`src/rtl/mpp_pkg.sv`:
```
// ----------------------------------------------------------------------------
// mpp_pkg
// Shared types, byte codes and helpers for the map-subset packet parser.
// ----------------------------------------------------------------------------
`default_nettype none

package mpp_pkg;

   // map nesting stack
   localparam int MAX_DEPTH   = 8;
   localparam int SP_W        = (MAX_DEPTH > 1) ? $clog2(MAX_DEPTH) : 1;
   localparam int COUNT_W     = 16;

   // running byte offset
   localparam int OFFSET_BITS = 16;
   localparam logic [OFFSET_BITS-1:0] OFFSET_MAX = '1;

   // header bytes and prefixes
   localparam logic [7:0] HDR_MAP16   = 8'hDE;
   localparam logic [7:0] HDR_STR8    = 8'hD9;
   localparam logic [7:0] HDR_FLOAT32 = 8'hCA;
   localparam logic [7:0] HDR_ARRAY16 = 8'hDC;
   localparam logic [3:0] PFX_FIXMAP  = 4'h8;
   localparam logic [3:0] PFX_FIXARR  = 4'h9;
   localparam logic [2:0] PFX_FIXSTR  = 3'b101;
   localparam logic [7:0] FLOAT_BYTES = 8'd4;

   typedef enum logic [2:0] {
      KIND_STRUCT  = 3'd0,
      KIND_KEY     = 3'd1,
      KIND_UINT    = 3'd2,
      KIND_STRING  = 3'd3,
      KIND_FLOAT   = 3'd4,
      KIND_IGNORED = 3'd5
   } kind_type;

   typedef enum logic [1:0] {
      STK_NONE  = 2'd0,
      STK_PUSH  = 2'd1,
      STK_OPEN  = 2'd2,
      STK_CLOSE = 2'd3
   } stk_op_type;

   typedef struct packed {
      stk_op_type         op;
      logic [SP_W-1:0]    level;
      logic [COUNT_W-1:0] count;
   } stk_cmd_type;

   typedef struct packed {
      kind_type    kind;
      logic [7:0]  data;
      logic        in_array;
      logic [15:0] index;
      logic [2:0]  depth;
      logic        tlast;
      logic        perr;
      logic [15:0] eoff;
      logic        done;
   } tok_type;

   function automatic logic [2:0] depth_code(input logic [SP_W-1:0] sp);
      logic [SP_W+2:0] w;
      w = (SP_W+3)'(sp);
      return w[2:0];
   endfunction

   function automatic logic [15:0] offset_code(input logic [OFFSET_BITS-1:0] off);
      logic [OFFSET_BITS+15:0] w;
      w = (OFFSET_BITS+16)'(off);
      return w[15:0];
   endfunction

endpackage

`default_nettype wire

```
`src/rtl/mpp_stack.sv`:
```
// ----------------------------------------------------------------------------
// mpp_stack
// Pair-count stack of open maps; resolves map close-out with a combinational search.
// ----------------------------------------------------------------------------
`default_nettype none

module mpp_stack (
   input  wire logic                        clock,
   input  wire logic                        reset,
   input  wire logic                        fire,
   input  wire logic                        clear,
   input  wire mpp_pkg::stk_cmd_type        cmd,
   output logic [mpp_pkg::SP_W-1:0]         sp,
   output logic                             to_key
);

   logic [mpp_pkg::COUNT_W-1:0] stack_ff [mpp_pkg::MAX_DEPTH];
   logic [mpp_pkg::SP_W-1:0]    sp_ff;
   logic [mpp_pkg::SP_W-1:0]    sp_in;

   logic                        chain;
   logic [mpp_pkg::SP_W-1:0]    chain_from;
   logic                        found;
   logic [mpp_pkg::SP_W-1:0]    hit;
   logic                        wr_en;
   logic [mpp_pkg::SP_W-1:0]    wr_addr;
   logic [mpp_pkg::COUNT_W-1:0] wr_data;

   assign sp = sp_ff;

   // where a close-out chain starts
   always_comb begin
      chain      = 1'b0;
      chain_from = sp_ff;
      case (cmd.op)
         mpp_pkg::STK_OPEN: begin
            if (cmd.count == '0 && cmd.level != '0) begin
               chain      = 1'b1;
               chain_from = cmd.level - 1'b1;
            end
         end
         mpp_pkg::STK_CLOSE: begin
            chain = 1'b1;
         end
         default: begin
         end
      endcase
   end

   // innermost level at or below the start that still has pairs left after this one
   always_comb begin
      found = 1'b0;
      hit   = '0;
      for (int k = 0; k < mpp_pkg::MAX_DEPTH; k++) begin
         if (k <= int'(chain_from) && (|stack_ff[k][mpp_pkg::COUNT_W-1:1])) begin
            found = 1'b1;
            hit   = mpp_pkg::SP_W'(k);
         end
      end
   end

   always_comb begin
      sp_in   = sp_ff;
      to_key  = 1'b0;
      wr_en   = 1'b0;
      wr_addr = cmd.level;
      wr_data = cmd.count;
      case (cmd.op)
         mpp_pkg::STK_PUSH: begin
            sp_in = sp_ff + 1'b1;
         end
         mpp_pkg::STK_OPEN: begin
            if (cmd.count != '0) begin
               wr_en  = 1'b1;
               sp_in  = cmd.level;
               to_key = 1'b1;
            end else begin
               sp_in = '0;
            end
         end
         default: begin
         end
      endcase
      if (chain) begin
         if (found) begin
            wr_en   = 1'b1;
            wr_addr = hit;
            wr_data = stack_ff[hit] - 1'b1;
            sp_in   = hit;
            to_key  = 1'b1;
         end else begin
            sp_in = '0;
         end
      end
   end

   always_ff @(posedge clock) begin
      if (reset) begin
         sp_ff <= '0;
         for (int k = 0; k < mpp_pkg::MAX_DEPTH; k++) begin
            stack_ff[k] <= '0;
         end
      end else if (fire) begin
         if (clear) begin
            sp_ff <= '0;
         end else begin
            sp_ff <= sp_in;
            if (wr_en) begin
               stack_ff[wr_addr] <= wr_data;
            end
         end
      end
   end

endmodule

`default_nettype wire

```
`src/rtl/mpp_engine.sv`:
```
// ----------------------------------------------------------------------------
// mpp_engine
// Per-byte parse state machine: phase, lengths, array position and errors.
// ----------------------------------------------------------------------------
`default_nettype none

module mpp_engine (
   input  wire logic                  clock,
   input  wire logic                  reset,
   input  wire logic                  fire,
   input  wire logic [7:0]            byte_in,
   input  wire logic                  last_byte,
   input  wire logic [mpp_pkg::SP_W-1:0] sp,
   input  wire logic                  to_key,
   output mpp_pkg::stk_cmd_type       cmd,
   output mpp_pkg::tok_type           tok
);

   typedef enum logic [12:0] {
      PH_TOP         = 13'b0000000000001,
      PH_MAPLEN_HI   = 13'b0000000000010,
      PH_MAPLEN_LO   = 13'b0000000000100,
      PH_KEY_HDR     = 13'b0000000001000,
      PH_KEYLEN      = 13'b0000000010000,
      PH_KEY_BYTES   = 13'b0000000100000,
      PH_VALUE       = 13'b0000001000000,
      PH_STR_BYTES   = 13'b0000010000000,
      PH_FLOAT_BYTES = 13'b0000100000000,
      PH_ARRLEN_HI   = 13'b0001000000000,
      PH_ARRLEN_LO   = 13'b0010000000000,
      PH_ARR_ELEM    = 13'b0100000000000,
      PH_DONE        = 13'b1000000000000
   } phase_type;

   phase_type                         phase_ff, phase_pre, phase_in;
   logic [15:0]                       array_left_ff, array_left_in;
   logic [15:0]                       array_index_ff, array_index_in;
   logic [7:0]                        bytes_left_ff, bytes_left_in;
   logic [7:0]                        len_hi_ff, len_hi_in;
   logic                              err_ff, err_pre, err_in;
   logic [mpp_pkg::OFFSET_BITS-1:0]   offset_ff, offset_in;
   logic [mpp_pkg::OFFSET_BITS-1:0]   first_ff, first_pre, first_in;

   mpp_pkg::kind_type                 kind;
   logic                              in_array;
   logic [15:0]                       index;
   logic [2:0]                        depth;
   logic                              tlast;
   logic                              bad;
   logic                              val_cmp;
   logic                              elem_cmp;
   logic                              use_stk;

   always_comb begin
      phase_pre      = phase_ff;
      array_left_in  = array_left_ff;
      array_index_in = array_index_ff;
      bytes_left_in  = bytes_left_ff;
      len_hi_in      = len_hi_ff;
      err_pre        = err_ff;
      first_pre      = first_ff;
      kind           = mpp_pkg::KIND_STRUCT;
      in_array       = 1'b0;
      index          = '0;
      depth          = mpp_pkg::depth_code(sp);
      tlast          = 1'b0;
      bad            = 1'b0;
      val_cmp        = 1'b0;
      elem_cmp       = 1'b0;
      cmd.op         = mpp_pkg::STK_NONE;
      cmd.level      = sp;
      cmd.count      = '0;

      if (err_ff || phase_ff == PH_DONE) begin
         kind  = mpp_pkg::KIND_IGNORED;
         depth = '0;
      end else begin
         case (phase_ff)
            PH_TOP: begin
               if (byte_in[7:4] == mpp_pkg::PFX_FIXMAP) begin
                  cmd.op    = mpp_pkg::STK_OPEN;
                  cmd.level = '0;
                  cmd.count = 16'(byte_in[3:0]);
               end else if (byte_in == mpp_pkg::HDR_MAP16) begin
                  phase_pre = PH_MAPLEN_HI;
               end else begin
                  bad = 1'b1;
               end
            end
            PH_MAPLEN_HI: begin
               len_hi_in = byte_in;
               phase_pre = PH_MAPLEN_LO;
            end
            PH_MAPLEN_LO: begin
               cmd.op    = mpp_pkg::STK_OPEN;
               cmd.count = {len_hi_ff, byte_in};
            end
            PH_KEY_HDR: begin
               if (byte_in[7:5] == mpp_pkg::PFX_FIXSTR) begin
                  bytes_left_in = 8'(byte_in[4:0]);
                  phase_pre     = (byte_in[4:0] != '0) ? PH_KEY_BYTES : PH_VALUE;
               end else if (byte_in == mpp_pkg::HDR_STR8) begin
                  phase_pre = PH_KEYLEN;
               end else begin
                  bad = 1'b1;
               end
            end
            PH_KEYLEN: begin
               bytes_left_in = byte_in;
               phase_pre     = (byte_in != '0) ? PH_KEY_BYTES : PH_VALUE;
            end
            PH_KEY_BYTES: begin
               kind = mpp_pkg::KIND_KEY;
               if (bytes_left_ff <= 8'd1) begin
                  tlast         = 1'b1;
                  bytes_left_in = '0;
                  phase_pre     = PH_VALUE;
               end else begin
                  bytes_left_in = bytes_left_ff - 8'd1;
               end
            end
            PH_VALUE: begin
               if (!byte_in[7]) begin
                  kind    = mpp_pkg::KIND_UINT;
                  val_cmp = 1'b1;
               end else if (byte_in[7:5] == mpp_pkg::PFX_FIXSTR) begin
                  bytes_left_in = 8'(byte_in[4:0]);
                  if (byte_in[4:0] != '0) begin
                     phase_pre = PH_STR_BYTES;
                  end else begin
                     val_cmp = 1'b1;
                  end
               end else if (byte_in == mpp_pkg::HDR_FLOAT32) begin
                  bytes_left_in = mpp_pkg::FLOAT_BYTES;
                  phase_pre     = PH_FLOAT_BYTES;
               end else if (byte_in[7:4] == mpp_pkg::PFX_FIXARR) begin
                  array_index_in = '0;
                  array_left_in  = 16'(byte_in[3:0]);
                  if (byte_in[3:0] != '0) begin
                     phase_pre = PH_ARR_ELEM;
                  end else begin
                     val_cmp = 1'b1;
                  end
               end else if (byte_in == mpp_pkg::HDR_ARRAY16) begin
                  phase_pre = PH_ARRLEN_HI;
               end else if (byte_in[7:4] == mpp_pkg::PFX_FIXMAP ||
                            byte_in == mpp_pkg::HDR_MAP16) begin
                  if (sp == mpp_pkg::SP_W'(mpp_pkg::MAX_DEPTH - 1)) begin
                     bad = 1'b1;   // nesting too deep
                  end else if (byte_in == mpp_pkg::HDR_MAP16) begin
                     cmd.op    = mpp_pkg::STK_PUSH;
                     phase_pre = PH_MAPLEN_HI;
                  end else begin
                     cmd.op    = mpp_pkg::STK_OPEN;
                     cmd.level = sp + 1'b1;
                     cmd.count = 16'(byte_in[3:0]);
                  end
               end else begin
                  bad = 1'b1;
               end
            end
            PH_STR_BYTES, PH_FLOAT_BYTES: begin
               kind = (phase_ff == PH_STR_BYTES) ? mpp_pkg::KIND_STRING : mpp_pkg::KIND_FLOAT;
               if (array_left_ff != '0) begin
                  in_array = 1'b1;
                  index    = array_index_ff;
               end
               if (bytes_left_ff <= 8'd1) begin
                  tlast         = 1'b1;
                  bytes_left_in = '0;
                  if (array_left_ff != '0) begin
                     elem_cmp = 1'b1;
                  end else begin
                     val_cmp = 1'b1;
                  end
               end else begin
                  bytes_left_in = bytes_left_ff - 8'd1;
               end
            end
            PH_ARRLEN_HI: begin
               len_hi_in = byte_in;
               phase_pre = PH_ARRLEN_LO;
            end
            PH_ARRLEN_LO: begin
               array_index_in = '0;
               array_left_in  = {len_hi_ff, byte_in};
               if ({len_hi_ff, byte_in} != '0) begin
                  phase_pre = PH_ARR_ELEM;
               end else begin
                  val_cmp = 1'b1;
               end
            end
            PH_ARR_ELEM: begin
               in_array = 1'b1;
               index    = array_index_ff;
               if (!byte_in[7]) begin
                  kind     = mpp_pkg::KIND_UINT;
                  elem_cmp = 1'b1;
               end else if (byte_in[7:5] == mpp_pkg::PFX_FIXSTR) begin
                  bytes_left_in = 8'(byte_in[4:0]);
                  if (byte_in[4:0] != '0) begin
                     phase_pre = PH_STR_BYTES;
                  end else begin
                     elem_cmp = 1'b1;
                  end
               end else if (byte_in == mpp_pkg::HDR_FLOAT32) begin
                  bytes_left_in = mpp_pkg::FLOAT_BYTES;
                  phase_pre     = PH_FLOAT_BYTES;
               end else begin
                  bad = 1'b1;
               end
            end
            default: begin
               bad = 1'b1;
            end
         endcase

         // array element finished; the last one also finishes the value
         if (elem_cmp) begin
            array_left_in = array_left_ff - 16'd1;
            if (array_left_in == '0) begin
               array_index_in = '0;
               val_cmp        = 1'b1;
            end else begin
               array_index_in = array_index_ff + 16'd1;
               phase_pre      = PH_ARR_ELEM;
            end
         end
         if (val_cmp) begin
            cmd.op = mpp_pkg::STK_CLOSE;
         end

         if (bad) begin
            err_pre   = 1'b1;
            first_pre = offset_ff;
            kind      = mpp_pkg::KIND_IGNORED;
            in_array  = 1'b0;
            index     = '0;
            depth     = '0;
            tlast     = 1'b0;
         end
      end
   end

   // stack resolves the phase after a map opens or a value completes
   always_comb begin
      use_stk  = (cmd.op == mpp_pkg::STK_OPEN) || (cmd.op == mpp_pkg::STK_CLOSE);
      phase_in = use_stk ? (to_key ? PH_KEY_HDR : PH_DONE) : phase_pre;
      err_in   = err_pre;
      first_in = first_pre;
      // packet ends before the top map is complete
      if (last_byte && !err_pre && phase_in != PH_DONE) begin
         err_in   = 1'b1;
         first_in = offset_ff;
      end
      offset_in = (offset_ff != mpp_pkg::OFFSET_MAX) ? offset_ff + 1'b1 : offset_ff;

      tok.kind     = kind;
      tok.data     = byte_in;
      tok.in_array = in_array;
      tok.index    = index;
      tok.depth    = depth;
      tok.tlast    = tlast;
      tok.perr     = err_in;
      tok.eoff     = err_in ? mpp_pkg::offset_code(first_in) : '0;
      tok.done     = last_byte || (phase_ff != PH_DONE && phase_in == PH_DONE);
   end

   always_ff @(posedge clock) begin
      if (reset || (fire && last_byte)) begin
         phase_ff       <= PH_TOP;
         array_left_ff  <= '0;
         array_index_ff <= '0;
         bytes_left_ff  <= '0;
         len_hi_ff      <= '0;
         err_ff         <= 1'b0;
         offset_ff      <= '0;
         first_ff       <= '0;
      end else if (fire) begin
         phase_ff       <= phase_in;
         array_left_ff  <= array_left_in;
         array_index_ff <= array_index_in;
         bytes_left_ff  <= bytes_left_in;
         len_hi_ff      <= len_hi_in;
         err_ff         <= err_in;
         offset_ff      <= offset_in;
         first_ff       <= first_in;
      end
   end

endmodule

`default_nettype wire

```
`src/rtl/msgpack_map_subset_parser.sv`:
```
// ----------------------------------------------------------------------------
// msgpack_map_subset_parser
// Byte-wise parser for a map-rooted subset of the binary object format.
//
//   channel  dir  ports                       content
//   req_     in   tvalid/tready/tdata/tlast   one packet byte, tlast = packet end
//   rsp_     out  tvalid/tready/tdata/tuser/  one token per byte, tuser = kind,
//                 tlast                       tlast = packet done
//
// One byte per cycle sustained while rsp_tready keeps the result register free; an
// accepted byte passes the input register, then the result register. The per-byte
// phase update and the combinational map close-out search over the pair-count stack set the cycle.
// Reset is synchronous and clears all control state; each packet end also
// returns the parser to its idle state. A stalled result holds the input
// register, which in turn drops req_tready.
// ----------------------------------------------------------------------------
`default_nettype none

module msgpack_map_subset_parser (
   input  wire logic        clock,
   input  wire logic        reset,
   input  wire logic        req_tvalid,
   output logic             req_tready,
   input  wire logic [7:0]  req_tdata,   // [7:0] byte_in
   input  wire logic        req_tlast,   // last_byte
   output logic             rsp_tvalid,
   input  wire logic        rsp_tready,
   output logic [47:0]      rsp_tdata,   // [7:0] data_byte, [8] in_array,
                                         // [24:9] element_index, [27:25] nest_depth,
                                         // [28] token_last, [29] parse_error,
                                         // [45:30] error_offset, [47:46] zero
   output logic [2:0]       rsp_tuser,   // [2:0] token_kind
   output logic             rsp_tlast    // packet_done
);

   logic                      in_valid_ff;
   logic [7:0]                in_byte_ff;
   logic                      in_last_ff;
   logic                      out_valid_ff;
   mpp_pkg::tok_type          out_tok_ff;

   logic                      out_free;
   logic                      fire;
   logic                      req_take;
   mpp_pkg::stk_cmd_type      cmd;
   mpp_pkg::tok_type          tok;
   logic [mpp_pkg::SP_W-1:0]  sp;
   logic                      to_key;

   assign out_free   = !out_valid_ff || rsp_tready;
   assign fire       = in_valid_ff && out_free;
   assign req_tready = !in_valid_ff || out_free;
   assign req_take   = req_tvalid && req_tready;

   mpp_engine u_engine (
      .clock     (clock),
      .reset     (reset),
      .fire      (fire),
      .byte_in   (in_byte_ff),
      .last_byte (in_last_ff),
      .sp        (sp),
      .to_key    (to_key),
      .cmd       (cmd),
      .tok       (tok)
   );

   mpp_stack u_stack (
      .clock  (clock),
      .reset  (reset),
      .fire   (fire),
      .clear  (in_last_ff),
      .cmd    (cmd),
      .sp     (sp),
      .to_key (to_key)
   );

   always_ff @(posedge clock) begin
      if (reset) begin
         in_valid_ff <= 1'b0;
      end else if (req_take) begin
         in_valid_ff <= 1'b1;
      end else if (fire) begin
         in_valid_ff <= 1'b0;
      end
   end

   always_ff @(posedge clock) begin
      if (req_take) begin
         in_byte_ff <= req_tdata;
         in_last_ff <= req_tlast;
      end
   end

   always_ff @(posedge clock) begin
      if (reset) begin
         out_valid_ff <= 1'b0;
      end else if (fire) begin
         out_valid_ff <= 1'b1;
      end else if (rsp_tready) begin
         out_valid_ff <= 1'b0;
      end
   end

   always_ff @(posedge clock) begin
      if (fire) begin
         out_tok_ff <= tok;
      end
   end

   assign rsp_tvalid = out_valid_ff;
   assign rsp_tuser  = out_tok_ff.kind;
   assign rsp_tlast  = out_tok_ff.done;
   assign rsp_tdata  = {2'b00, out_tok_ff.eoff, out_tok_ff.perr, out_tok_ff.tlast,
                        out_tok_ff.depth, out_tok_ff.index, out_tok_ff.in_array,
                        out_tok_ff.data};

   // ignored bytes carry no position or structure
   a_ignored_clean: assert property (@(posedge clock) disable iff (reset)
      (out_valid_ff && out_tok_ff.kind == mpp_pkg::KIND_IGNORED) |->
         (!out_tok_ff.in_array && out_tok_ff.depth == '0 && !out_tok_ff.tlast))
      else $error("ignored item carries position fields");

   a_offset_only_on_error: assert property (@(posedge clock) disable iff (reset)
      (out_valid_ff && !out_tok_ff.perr) |-> (out_tok_ff.eoff == '0))
      else $error("error offset without error");

   a_index_only_in_array: assert property (@(posedge clock) disable iff (reset)
      (out_valid_ff && !out_tok_ff.in_array) |-> (out_tok_ff.index == '0))
      else $error("element index outside an array");

   a_result_follows_input: assert property (@(posedge clock) disable iff (reset)
      fire |=> out_valid_ff)
      else $error("result lost after input item consumed");

   a_reset_empty: assert property (@(posedge clock)
      reset |=> (!out_valid_ff && !in_valid_ff))
      else $error("pipeline not empty after reset");

endmodule

`default_nettype wire

```
`config.mk`:
```
export PLATFORM = sky130hd
export DESIGN_NAME = msgpack_map_subset_parser
export DESIGN_NICKNAME = d
export VERILOG_FILES = /design/src/rtl/mpp_pkg.sv /design/src/rtl/mpp_stack.sv /design/src/rtl/mpp_engine.sv /design/src/rtl/msgpack_map_subset_parser.sv
export SDC_FILE = /design/constraint.sdc
export NUM_CORES = 1
export LEC_CHECK = 0
export BUFFER_PORTS_ARGS = -buffer_cell sky130_fd_sc_hd__buf_2
export CELL_PAD_IN_SITES_DETAIL_PLACEMENT = 1
export CELL_PAD_IN_SITES_GLOBAL_PLACEMENT = 1
export CORE_AREA = 5 5 185 187
export CTS_CLUSTER_DIAMETER = 40
export DETAILED_ROUTE_END_ITERATION = 10
export DIE_AREA = 0 0 190 192
export GPL_ROUTABILITY_DRIVEN = 0
export HOLD_SLACK_MARGIN = 0.03
export PLACE_DENSITY_LB_ADDON = 0.1
export SETUP_SLACK_MARGIN = 0.15
export SYNTH_ARGS = -nofsm -noshare
export SYNTH_HDL_FRONTEND = slang
export SYNTH_SLANG_ARGS = --single-unit
```
`constraint.sdc`:
```
create_clock -name clock -period 8.6 [get_ports clock]
set_clock_uncertainty 0.1 [all_clocks]
set_input_delay 0.86 -clock clock [delete_from_list [all_inputs] [get_ports clock]]
set_output_delay 0.86 -clock clock [all_outputs]
set_load 0.01 [all_outputs]
```
# After elaboration in Yosys (flattened, before gate mapping)
# Memories as Yosys holds them, arrays and structs flattened.
# Index checks and enable logic that the tools add are counted.
# op_classes
add_sub_neg	7
magnitude_cmp	8
eq_ne	35
n_mux	154
n_bitwise	2
n_reduce_logical	59
# op_table
op	count
$mux W13	23
$mux W16	18
$mux W21	9
$reduce_or A15 Y1	8
$pmux W13 S9	1
$pmux W16 S2	3
$mux W1	62
$pmux W16 S3	1
$reduce_bool A16 Y1	3
$mux W3	14
$mux W8	5
$add A16 B1 Y16 const B	2
$eq A8 B8 Y1 const B	4
$logic_not A16 Y1	2
$pmux W8 S4	1
$sub A16 B1 Y16 const B	2
$eq A13 B13 Y1 const B	2
$ne A13 B13 Y1 const B	2
$mux W19	1
$ne A16 B16 Y1 const B	1
$reduce_or A16 Y1	1
$logic_and A1 B1 Y1	14
$mux W7	2
$eq A13 B1 Y1 const B	1
48 further kinds	83
# word_totals
ff_bits	158
ramBits	128
input_bits	13
out_inout_bits	54
elab_cells	288
n_memories	1
# memory_table
name	depth	width	read_ports	rd_ports_with_merged_regs	wr	line_no	text
u_stack.stack_ff	8	16	9	0	8	mpp_stack.sv:17	logic [mpp_pkg::COUNT_W-1:0] stack_ff [mpp_pkg::MAX_DEPTH];

# Depth between registers and ports, before layout
# logic_depth
ltp_word	34
mapped_depth	26
mapped_depth_nobuf	24

# Hierarchy
# A second synthesis with hierarchy kept.
# hier_totals
hier_cells	1724
area_unflattened_um2	16373.2
# modules_own_cells
module	n_inst	cells_per_inst	area_per_inst_um2	seq_area_each_um2
mpp_stack	1	749	7739.9	3903.7
mpp_engine	1	903	6739.0	1881.8
msgpack_map_subset_parser	1	72	1894.3	1811.7

# Least setup slack after synthesis
# Ideal clock, no wire load.
# synth_timing
kind	reg-to-reg
startpoint	reg in_byte_ff[5]
endpoint	mem u_stack.stack_ff[0][14] (netlist name) (data pin)
setup_ps	268
t_arrival_ps	6067
required_ps	8232
path_slack_ps	2165
stages_incl_launch_ff	24
path_buffers	2
synth_period_minus_slack_ps	6435
path_cell_list	edfxtp_1 -> clkbuf_1 -> or4b_2 -> nor3_1 -> a21oi_1 -> nor2_1 -> inv_1 -> ha_1 -> ha_1 -> or4_1 -> nor3_1 -> and3_1 -> nand3_1 -> a211oi_1 -> nor2_1 -> buf_2 -> mux2_2 -> a211o_1 -> ha_1 -> nand3_1 -> nor2_1 -> a32o_1 -> nor2_1 -> nor2_1
# synth_lines
item	line_no	text
from (decl)	msgpack_map_subset_parser.sv:37	logic [7:0] in_byte_ff;
from (signal assigned)	msgpack_map_subset_parser.sv:89	in_byte_ff <= req_tdata;
to (decl)	mpp_stack.sv:17	

==> flow_metrics.tcl <==
set metrics [dict create \
    status "completed" \
    slew_violations 0 \
    n_fill_cell 3650 \
    drive_gt1_share_pct 14.7 \
    firstDrtPassIters 6 \
    die_h_um 192 \
    hold_path.class "in2reg" \
    reg2reg_slack_ps 700 \
    yosysSeqAreaShare_pct 48.7 \
    grt_pass1_vias 14300 \
    synthSimpleGateAreaFrac_pct 25.7 \
    die-area_sq_um 36500 \
    path_class "reg2reg" \
    setup_tns_ps 0 \
    synth.mux.area_fraction_pct 4.27 \
    synth-warning-count 0 \
    worstReg2RegEnd "u_stack.stack_ff[1][14]" \
    max-cap-violations 0 \
    postCtsHoldBufs 0 \
    syn_area_sq_um 15600 \
    synth_compound_area_share_pct 14.1 \
    synth_seq_cells 286 \
    finalHoldViolations 0 \
    ios 67 \
    drtAntennaViolNets 0 \
    drt-total-wl_mm 55.7 \
    vias_per_cell 6.38 \
    htree_levels 2 \
    setup_viol 0 \
    rr_worst_depth 20 \
    cts_resized 0 \
    vias 14000 \
    crit_fanout 15 \
    power.density_nw_per_um2 201 \
    critPathArrivalTime_ps 8100 \
    final_net_count 1738 \
    clockRootBuffer "clkbuf_16" \
    avgSynthCellArea_sq_um 9.47 \
    vdd_ir_drop_max_uv 199 \
    grt-ovfl-total 0 \
    endpoint_kind "flip-flop" \
    max_slew_margin_pct 21.2 \
    cts_buffer_depth 3 \
    wl_per_cell_um 25.4 \
    min_period_over_period_pct 91.9 \
    rsz0062_at_grt "no" \
    synth-edff-count 187 \
    grt_pass1_wl_mm 85.6 \
    dp_slack_ps 1000 \
    io_buffers 64 \
    die_w_um 190 \
    mostFrequentLayoutCell "nor2_1" \
    layout_common_cells "nor2_1, edfxtp_1, dfxtp_1" \
    post-cts-setup-buffers 0 \
    cts_tree "yes" \
    clkTransAtPathRegs_ps 60 \
    dp_hpwl_mm 39.5 \
    fin_ws_ps 698 \
    placementRows 66 \
    period_needed_ps 7900 \
    start_kind "flip-flop" \
    grtUsageTotal_pct 30.1 \
    cts_made_buffers 45 \
    diodes 0 \
    synth_flop_cell "edfxtp_1" \
    syn2layout_area_growth_pct 16.0 \
    yosysUniqueCellTypes 87 \
    p_leak_nw 6.44 \
    cts.sinks 286 \
    clock_latency_ps 580 \
    synth_top_family_by_area "simple AND/OR/NAND/NOR gates" \
    drtIter0Drc 1322 \
    antenna_found_initial 0 \
    synthAdderAreaFrac_pct 0.883 \
    synthCells 1646 \
    synth_xor_area_share_pct 2.92 \
    start_util_pct 48.3 \
    hp-start "req_tlast" \
    fmax_mhz 127 \
    r2r_start "u_engine.phase_ff[12]" \
    worst_pin_slew_ps 1170 \
    crit_start "u_engine.phase_ff[12]" \
    endpoint "u_stack.stack_ff[1][14]" \
    coreArea_sq_um 32300 \
    grt_max_degree 79 \
    drcViolationCount 0 \
    cp.required_ps 8800 \
    async_reset_ff_share_pct 0 \
]
## layer usage
layer | global-route usage, % | wire, um | vias to the layer above
li1 | - | - | 6286
met1 | 36.9 | 22600 | 6928
met2 | 50.7 | 26500 | 576
met3 | 6.02 | 3530 | 198
met4 | 15.1 | 3100 | 0
met5 | 0 | 0 | -
## kinds of logic (layout without fill, tap and decap cells)
kind of cell | count (synthesis) | after routing
other cells | 1 | 2
flops | 286 | 286
compound gates | 315 | 315
mux | 66 | 66
fa+ha+maj | 11 | 11
simple gates | 792 | 792
buf+inv | 123 | 227
xor+xnor | 52 | 52
## per-stage QoR
step | utilization, % | total power [mW] | area, sq um | hold WS, ps | std cells
2_1_floorplan | - | 1.67 | 15600 | 324 | 1647
3_3_place_gp | 51.1 | 1.75 | 16500 | 369 | 2109
3_5_place_dp | 51.1 | 1.76 | 16500 | 382 | 2109
4_1_cts | 56.0 | 3.66 | 18100 | 332 | 2193
5_1_grt | 56.0 | 3.74 | 18100 | 340 | 2193
6_report | 56.0 | 3.63 | 18100 | 357 | 2193
## final cells by class
class	count	area [sq um]	area share [%]
multi-input cells	1238	7510	41.5
clock buffers	53	1210	6.68
clock inverters	31	375	2.08
well taps	442	553	3.06
repair buffers	122	756	4.18
flip-flops and latches	286	7600	42.0
inverters	21	78.8	0.436
## flip-flops by register name, indices dropped and copies added (netlist names), 3 cells and up
name	flops
u_stack.stack_ff	128
rsp_tdata	46
u_engine.array_index_ff	16
u_engine.array_left_ff	16
u_engine.first_ff	16
u_engine.offset_ff	16
u_engine.phase_ff	13
in_byte_ff	8
u_engine.bytes_left_ff	8
u_engine.len_hi_ff	8
rsp_tuser	3
u_stack.sp	3
## worst max-delay path: stages (launching register included)
cell	delay, ps
dfxtp_1	420
nor4_1	730
nand4_1	300
nor3_1	560
a21oi_1	300
nor2_1	380
inv_1	140
ha_1	230
ha_1	210
a211o_1	310
or4_1	630
nand3_1	240
o211a_1	200
nand2_1	420
mux2_2	370
o21ai_0	130
a221oi_1	830
nor2_1	140
a32o_1	270
nor2_1	580
nor2_1	100
## worst min-delay path by stage
stage	to	slack, ps	cells after the start
6_report	in_last_ff	360	1
5_1_grt	in_byte_ff[1]	340	1
4_1_cts	in_byte_ff[1]	330	1
3_5_place_dp	u_engine.first_ff[12]	380	2
3_3_place_gp	u_engine.first_ff[12]	370	2
2_1_floorplan	rsp_tdata[2]	320	0
## Yosys cell counts (6+ instances only)
cell | number | share of area (%)
buf_2 | 16 | 0.51
clkbuf_1 | 71 | 1.7
nor3b_1 | 8 | 0.39
o21ai_0 | 70 | 2.2
nor4_1 | 50 | 2.0
a22oi_1 | 26 | 1.3
and4_1 | 11 | 0.62
mux2i_1 | 62 | 4.0
dfxtp_1 | 99 | 13
and3_1 | 26 | 1.0
a211oi_1 | 26 | 1.3
o211ai_1 | 9 | 0.43
a21oi_1 | 54 | 1.7
nand4b_1 | 6 | 0.34
and2_1 | 21 | 0.84
buf_4 | 7 | 0.34
inv_1 | 21 | 0.51
or3_1 | 12 | 0.48
nor2b_1 | 15 | 0.60
xnor2_1 | 18 | 1.0
xor2_1 | 34 | 1.9
o31ai_1 | 16 | 0.77
nand3b_1 | 8 | 0.39
nand4_1 | 33 | 1.3
a21o_1 | 11 | 0.53
ha_1 | 11 | 0.88
nand2b_1 | 19 | 0.76
or4b_2 | 6 | 0.39
or4_1 | 17 | 0.82
a22oi_2 | 6 | 0.48
nand2_1 | 96 | 2.3
nor2_1 | 320 | 7.7
a31oi_1 | 11 | 0.44
edfxtp_1 | 187 | 36
a32oi_1 | 8 | 0.45
or2_2 | 8 | 0.32
a211o_1 | 8 | 0.45
o41ai_1 | 6 | 0.34
nor3_1 | 35 | 1.1
nand3_1 | 75 | 2.4
## power breakdown
part	internal, mW	switching (mW)
clock	1.16	0.732
combinational	0.0607	0.143
sequential	1.50	0.0306
Note: power is estimated with default switching activity, not from simulation.
